**config.mk**
```make
export PLATFORM = sky130hd
export DESIGN_NAME = bbc_merge
export DESIGN_NICKNAME = d
export VERILOG_FILES = /design/src/design/box_blur_5x5_clipped_core_defines.svh /design/src/design/bbc_pkg.sv /design/src/design/bbc_merge.sv
export SDC_FILE = /design/constraint.sdc
export NUM_CORES = 1
export LEC_CHECK = 0
export ABC_AREA = 1
export ABC_CLOCK_PERIOD_IN_PS = 3800
export BUFFER_PORTS_ARGS = -buffer_cell sky130_fd_sc_hd__buf_2
export CORE_ASPECT_RATIO = 0.75
export CORE_MARGIN = 5
export CORE_UTILIZATION = 57
export CTS_BUF_LIST = sky130_fd_sc_hd__clkbuf_4 sky130_fd_sc_hd__clkbuf_8
export CTS_CLUSTER_SIZE = 30
export DETAILED_ROUTE_END_ITERATION = 10
export HOLD_SLACK_MARGIN = 0.06
export MAX_ROUTING_LAYER = met4
export PLACE_DENSITY = 0.84
export SETUP_SLACK_MARGIN = 0.05
export SLEW_MARGIN = 10
export SYNTH_ARGS = -nofsm -noshare
export SYNTH_HDL_FRONTEND = slang
export SYNTH_SLANG_ARGS = --single-unit
```
**constraint.sdc**
```tcl
create_clock -name clk -period 3.8 [get_ports clk]
set_input_delay 0.57 -clock clk [delete_from_list [all_inputs] [get_ports clk]]
set_output_delay 0.57 -clock clk [all_outputs]
set_load 0.03 [all_outputs]
```
**src/design/box_blur_5x5_clipped_core_defines.svh**
```systemverilog
// Assertion helpers for the top-level design file.
`ifndef BOX_BLUR_5X5_CLIPPED_CORE_DEFINES_SVH
`define BOX_BLUR_5X5_CLIPPED_CORE_DEFINES_SVH

// Same-cycle implication, checked at every rising edge outside reset.
`define BBC_ASSERT_NOW(lbl, ante, cons) \
  lbl: assert property (@(posedge clk) disable iff (!rst_n) (ante) |-> (cons)) \
    else $error("bbc check failed");

// Next-cycle implication.
`define BBC_ASSERT_NEXT(lbl, ante, cons) \
  lbl: assert property (@(posedge clk) disable iff (!rst_n) (ante) |=> (cons)) \
    else $error("bbc check failed");

`endif

```
**src/design/bbc_pkg.sv**
```systemverilog
`timescale 1ns / 1ps
package bbc_pkg;

  // Field widths
  localparam int CH_W     = 8;
  localparam int PIX_W    = 3 * CH_W;
  localparam int CFG_WW   = 11;
  localparam int CFG_HW   = 16;
  localparam int CFG_DW   = 16;
  localparam int ROW_W    = 16;

  // Sized for the largest window (radius 2): one row of 5 pixels, 25 in all
  localparam int LSUM_W   = 11;
  localparam int LCNT_W   = 3;
  localparam int SUM_W    = 13;
  localparam int CNT_W    = 5;

  // Register indexes
  localparam logic REG_WIDTH  = 1'b0;
  localparam logic REG_HEIGHT = 1'b1;

  // Item kinds
  localparam logic MODE_PIXEL = 1'b0;

  // Per-cycle lane control
  typedef struct packed {
    logic clr;
    logic rd;
    logic col_ok;
  } lane_ctrl_t;

  // One lane's partial result: channel sums (0 red, 1 green, 2 blue) and pixel count
  typedef struct packed {
    logic [2:0][LSUM_W-1:0] ch;
    logic [LCNT_W-1:0]      cnt;
  } lane_sum_t;

endpackage

```
**src/design/bbc_merge.sv**
```systemverilog
`timescale 1ns / 1ps
module bbc_merge #(
  parameter int LANES = 5
) (
  input  logic                       clk,
  input  logic                       rst_n,
  input  logic                       start,
  input  bbc_pkg::lane_sum_t         lane_sum [LANES],
  output logic                       done,
  output logic [2:0][bbc_pkg::CH_W-1:0] mean
);

  localparam int SW = bbc_pkg::SUM_W;
  localparam int NW = bbc_pkg::CNT_W;

  logic [2:0][SW-1:0]   tot;
  logic [NW-1:0]        cnt;
  logic                 busy_r;
  logic                 done_r;
  logic [3:0]           step_r;
  logic [NW-1:0]        n_r;
  logic [2:0][NW-1:0]   rem_r;
  logic [2:0][SW-1:0]   dq_r;
  logic [2:0][NW:0]     trial;
  logic [2:0]           ge;

  // Merge the lane partials
  always_comb begin
    tot = '0;
    cnt = '0;
    for (int l = 0; l < LANES; l++) begin
      for (int c = 0; c < 3; c++) begin
        tot[c] = tot[c] + SW'(lane_sum[l].ch[c]);
      end
      cnt = cnt + NW'(lane_sum[l].cnt);
    end
  end

  // One restoring division step per cycle, three channels side by side
  always_comb begin
    for (int c = 0; c < 3; c++) begin
      trial[c] = {rem_r[c], dq_r[c][SW-1]};
      ge[c]    = trial[c] >= {1'b0, n_r};
    end
  end

  always_ff @(posedge clk) begin
    if (!rst_n) begin
      busy_r <= 1'b0;
      done_r <= 1'b0;
      step_r <= '0;
      n_r    <= '0;
      rem_r  <= '0;
      dq_r   <= '0;
    end else begin
      done_r <= 1'b0;
      if (start) begin
        busy_r <= 1'b1;
        step_r <= '0;
        n_r    <= cnt;
        rem_r  <= '0;
        dq_r   <= tot;
      end else if (busy_r) begin
        for (int c = 0; c < 3; c++) begin
          rem_r[c] <= ge[c] ? NW'(trial[c] - {1'b0, n_r}) : NW'(trial[c]);
          dq_r[c]  <= {dq_r[c][SW-2:0], ge[c]};
        end
        step_r <= step_r + 1'b1;
        if (step_r == 4'(SW - 1)) begin
          busy_r <= 1'b0;
          done_r <= 1'b1;
        end
      end
    end
  end

  assign done = done_r;
  always_comb begin
    for (int c = 0; c < 3; c++) begin
      mean[c] = dq_r[c][bbc_pkg::CH_W-1:0];
    end
  end

endmodule

```
# --- Yosys cells after proc, flatten, opt, wreduce, memory -nomap -nowiden ---
# Cells that the tools add are included.
# W data, S select, Z words.
word_totals:
  reg_bits: 65
  in_bits: 183
  output_inout_bits: 25
classes:
  n_addsub: 20
  n_lt_le_gt_ge: 3
  eq_ne: 1
  muxes: 9
  bitwise_logic: 2
  reduce_logical: 3
ops:
  columns: ["operator", "count"]
  rows:
  - ["$add A13 B11 Y13", 6]
  - ["$mux W39", 2]
  - ["$add A12 B11 Y13", 3]
  - ["$add A11 B11 Y12", 3]
  - ["$ge A6 B5 Y1", 3]
  - ["$mux W5", 3]
  - ["$sub A5 B5 Y5", 3]
  - ["$add A5 B3 Y5", 2]
  - ["$add A4 B3 Y5", 1]
  - ["$add A3 B3 Y4", 1]
  - ["$add A4 B1 Y4 const B", 1]
  - ["$eq A4 B4 Y1 const B", 1]
  - ["$mux W1", 4]
  - ["$reduce_or A3 Y1", 1]
  - ["$not A1 Y1", 2]
  - ["$reduce_bool A2 Y1", 1]
  - ["$reduce_or A2 Y1", 1]

# --- Depth between registers and ports, before layout ---
logic_depth:
  word_depth: 5
  mapped_depth: 17
  depth_no_buf: 17

# --- Least setup slack after synthesis ---
# No wires, ideal clock.
synth_path:
  path_kind: "input-to-reg"
  start: "input lane_sum[15] in the netlist's numbering"
  end: "register dq_r, in the netlist mean[13]"
  setup_time_ns: 0.133
  t_arrival_ns: 3.351
  required_ns: 3.667
  path_slack_ns: 0.316
  path_stages: 12
  path_buffers: 0
  cell_sequence: "inv_1 -> fa_1 -> fa_1 -> fa_1 -> inv_1 -> ha_1 -> fa_1 -> nand3_1 -> nand3_1 -> or2_2 -> nand3_1 -> a31oi_1"
synth_between:
  elab_chain_len: 2
synth_rtl:
  columns: ["element", "line_no", "text"]
  rows:
  - ["from (decl)", "bbc_merge.sv:8", "input bbc_pkg::lane_sum_t lane_sum [LANES],"]
  - ["$add A13 B11 Y13", "bbc_merge.sv:33", "tot[c] = tot[c] + SW'(lane_sum[l].ch[c]);"]
  - ["$mux W39", "bbc_merge.sv:57", "if (start) begin"]
  - ["to (signal assigned)", "bbc_merge.sv:62", "dq_r <= tot;"]
  - ["to (signal, indexed assignment)", "bbc_merge.sv:66", "dq_r[c] <= {dq_r[c][SW-2:0], ge[c]};"]
  - ["to (decl)", "bbc_merge.sv:23", "logic [2:0][SW-1:0] dq_r;"]
# Every way passes these cells.
# A chain may end at the register's enable or synchronous reset.

# --- Worst setup path in the final report ---
# Ends and elaborated chain as after synthesis.

==> impl_metrics.ini <==
[status]
status = complete, no violations

[clock_network]
clock_sinks = 65
h-tree-depth = 3
ctsHoldBuffers = 0
cts-resized-gates = 0
clock-root-buffer = clkbuf_8
postCtsSetupBuffers = 0
clkTransAtPathRegs_ps = 70
cts_tree = yes
cts.path.max_buffers = 2
cts_buffers = 9
clk_latency_ps = 350

[die]
start_util_pct = 58.0
core_region_area_um2 = 15200
die_x_um = 154
placementRows = 39
die_h_um = 118
dieArea_um2 = 18100
io_pins = 208

[sta]
rsz0062_at_grt = false
finalMaxSlewViolations = 0
min_period_over_period_pct = 88.9
timing.hold.ws_ps = 448
finalHoldViolations = 0
worstMarginPinSlew_ps = 924
timing.final.crit_period_ps = 3380
finalSetupViolCount = 0
setup_tns_ps = 0
fin_worst_skew_ps = 10.6
fmax_mhz = 296
maxSlewHeadroom_pct = 38.4

[synth]
yosysWarnings = 0
synth-edff-count = 0
synth_area_um2 = 8820
async_reset_ff_share_pct = 0
synthDistinctLibCells = 32
syn_inst = 1289
yosysTopAreaCellShare_pct = 24.3
ys_seq_area_share_pct = 14.7
synth_area_leaders = fa_1 (24%), inv_1 (19%), dfxtp_1 (15%)
synth_fp_nets = 1644
synth_seq_cells = 65
yosys.area.top_type = fa_1
avgSynthCellArea_um2 = 6.85
synth_ff_type = dfxtp_1

[power_and_ir_drop]
p_sw_share_pct = 50.0
p_sw_mw = 2.60
peakVddDrop_mv = 0.223
p_seq_share_pct = 18.0
clkPwrFrac_pct = 12.0
power_density_nw_per_um2 = 517
power_mw = 5.20
p_int_mw = 2.60
p_leak_nw = 6.07
combPwrFrac_pct = 70.1

[critical_path]
r2r_cells = 8
cp_num_cells = 13
cp-end-kind = register
crit_arrival_ps = 3580
cpMaxStageDelayCell = fa_1
reg2reg_from = n_r[0]$_SDFFE_PN0P_
critical_path_buf_inv_count = 3
path_class = input port to register
critPathTopFamily = adder cells
cp_cell_sequence = buf_2 > inv_1 > fa_1 > fa_1 > fa_1 > inv_1 > ha_1 > fa_1 > nand3_1 > nand3_1 > or2_2 > nand3_1 > a31oi_1
crit_top_cell = fa_1
slowest_delay_ps = 550
start_kind = input port
worstSetupStartpoint = lane_sum[15]
worst-path-max-fanout = 4
required_ps = 4000

[global_route]
antenna_found_initial = 0
grt_pass1_wl_mm = 32.6
grt-ovfl-total = 0
grt_pass1_vias = 7719
track_usage_pct = 21.7
grt_max_degree = 44

[worst_hold_path]
min_path_cells = 1
hold_start = step_r[3]$_SDFFE_PP0P_
hold_class = register to register

[placement]
dpl-instance-area_um2 = 9860
gp_congestion = 0.907
hpwl_mm = 16.2
dpl.cell_count = 1661
io_buffer_count = 207

[finish]
finalNonFillerCells = 1675
diodes = 0
final_area_um2 = 10100
final_layout_size_suffix_gt1_share_pct = 16.5
final_nets = 1822
num-fill-cells = 1372
areaGrowthSynthToFinish_pct = 14.1

[drt]
wirelength_met1_mm = 8.59
wl_met3_mm = 1.14
drt_pass1_iterations = 5
ant_nets = 0
dr_total_vias = 8025
wl_mm = 19.0
wl_met2_mm = 8.99
highest_layer = met4
viasPerCell = 4.79
drc = 0
wl_per_cell_um = 11.3
drtIter0Drc = 332

[run]
drv_cap = 0
-- power groups by stage --
stage	combinational, mW	clock [mW]	sequential (mW)
CTS	3.65	0.640	0.933
detailed placement	3.63	0	0.947
global placement	3.53	0	0.942
floorplan	2.91	0	0.924
finish	3.65	0.623	0.935
global route	4.23	0.666	0.953
-- cell type report --
| class | instances | area, um^2 | area share, % |
|---|---|---|---|
| Multi-Input combinational cell | 728 | 5540 | 55.0 |
| Tap cell | 205 | 256 | 2.55 |
| Clock buffer | 10 | 131 | 1.31 |
| Clock inverter | 4 | 70.1 | 0.696 |
| Timing Repair Buffer | 212 | 1070 | 10.7 |
| Sequential cell | 65 | 1300 | 12.9 |
| Inverter | 451 | 1690 | 16.8 |
-- Yosys cell counts, types with 6 or more instances --
library cell,count
dfxtp_1,65
o21ai_1,10
o22ai_1,14
fa_1,107
nor2_1,36
a21oi_1,70
o21ai_0,19
nand2_1,256
a31oi_1,13
nand3_1,82
ha_1,65
nand3b_1,11
buf_4,28
buf_2,8
inv_1,447
nand4_1,12
xnor2_1,6
-- layout by cell type, fill, tap and decap left out, drive strengths merged --
master,instances
inv,451
nand2,259
buf,212
fa,107
nand3,82
a21oi,70
ha,65
dfxtp,65
nor2,41
o21ai,29
o22ai,14
a31oi,13
nand4,12
nand3b,11
clkbuf,10
or2,8
xnor2,6
xor2,3
o211ai,3
a21boi,2
nor3,2
clkinv,2
bufinv,2
o21a,1
-- state kept, by name (all words and copies together) (netlist names) --
register	flops
mean	24
dq_r	15
rem_r	15
n_r	5
step_r	4
busy_r	1
done	1
-- layer usage --
metal  vias up  track usage (%)
li1       4103                -
met1      3667             28.7
met2       229             35.9
met3        26             3.23
met4         0             4.14
met5         -                -
-- kinds of logic after synthesis --
logic type | count (synthesis) | share of synthesized area [%]
buffers and inverters | 496 | 22.5
DFF | 65 | 14.7
xor gates and xnor gates | 9 | 0.893
and+or+nand+nor | 415 | 20.3
adders and majority gates | 172 | 33.5
AOI/OAI and AO/OA | 132 | 8.04
-- worst paths after layout --
kind	endpoint	slack, ps
worst max register to register	rem_r[8]$_SDFFE_PP0P_	1790
worst min-delay path	step_r[3]$_SDFFE_PP0P_	450
worst max-delay path	mean[13]$_SDFFE_PN0P_	420
worst min register to register	step_r[3]$_SDFFE_PP0P_	450
-- per-stage QoR --
stage	setup slack (ps)	util (%)
finish	421	66.1
global route	173	66.1
CTS	430	66.1
detailed placement	49.9	64.8
global placement	134	64.8
floorplan	316	-
No activity file was read; power rests on OpenSTA's default activity.
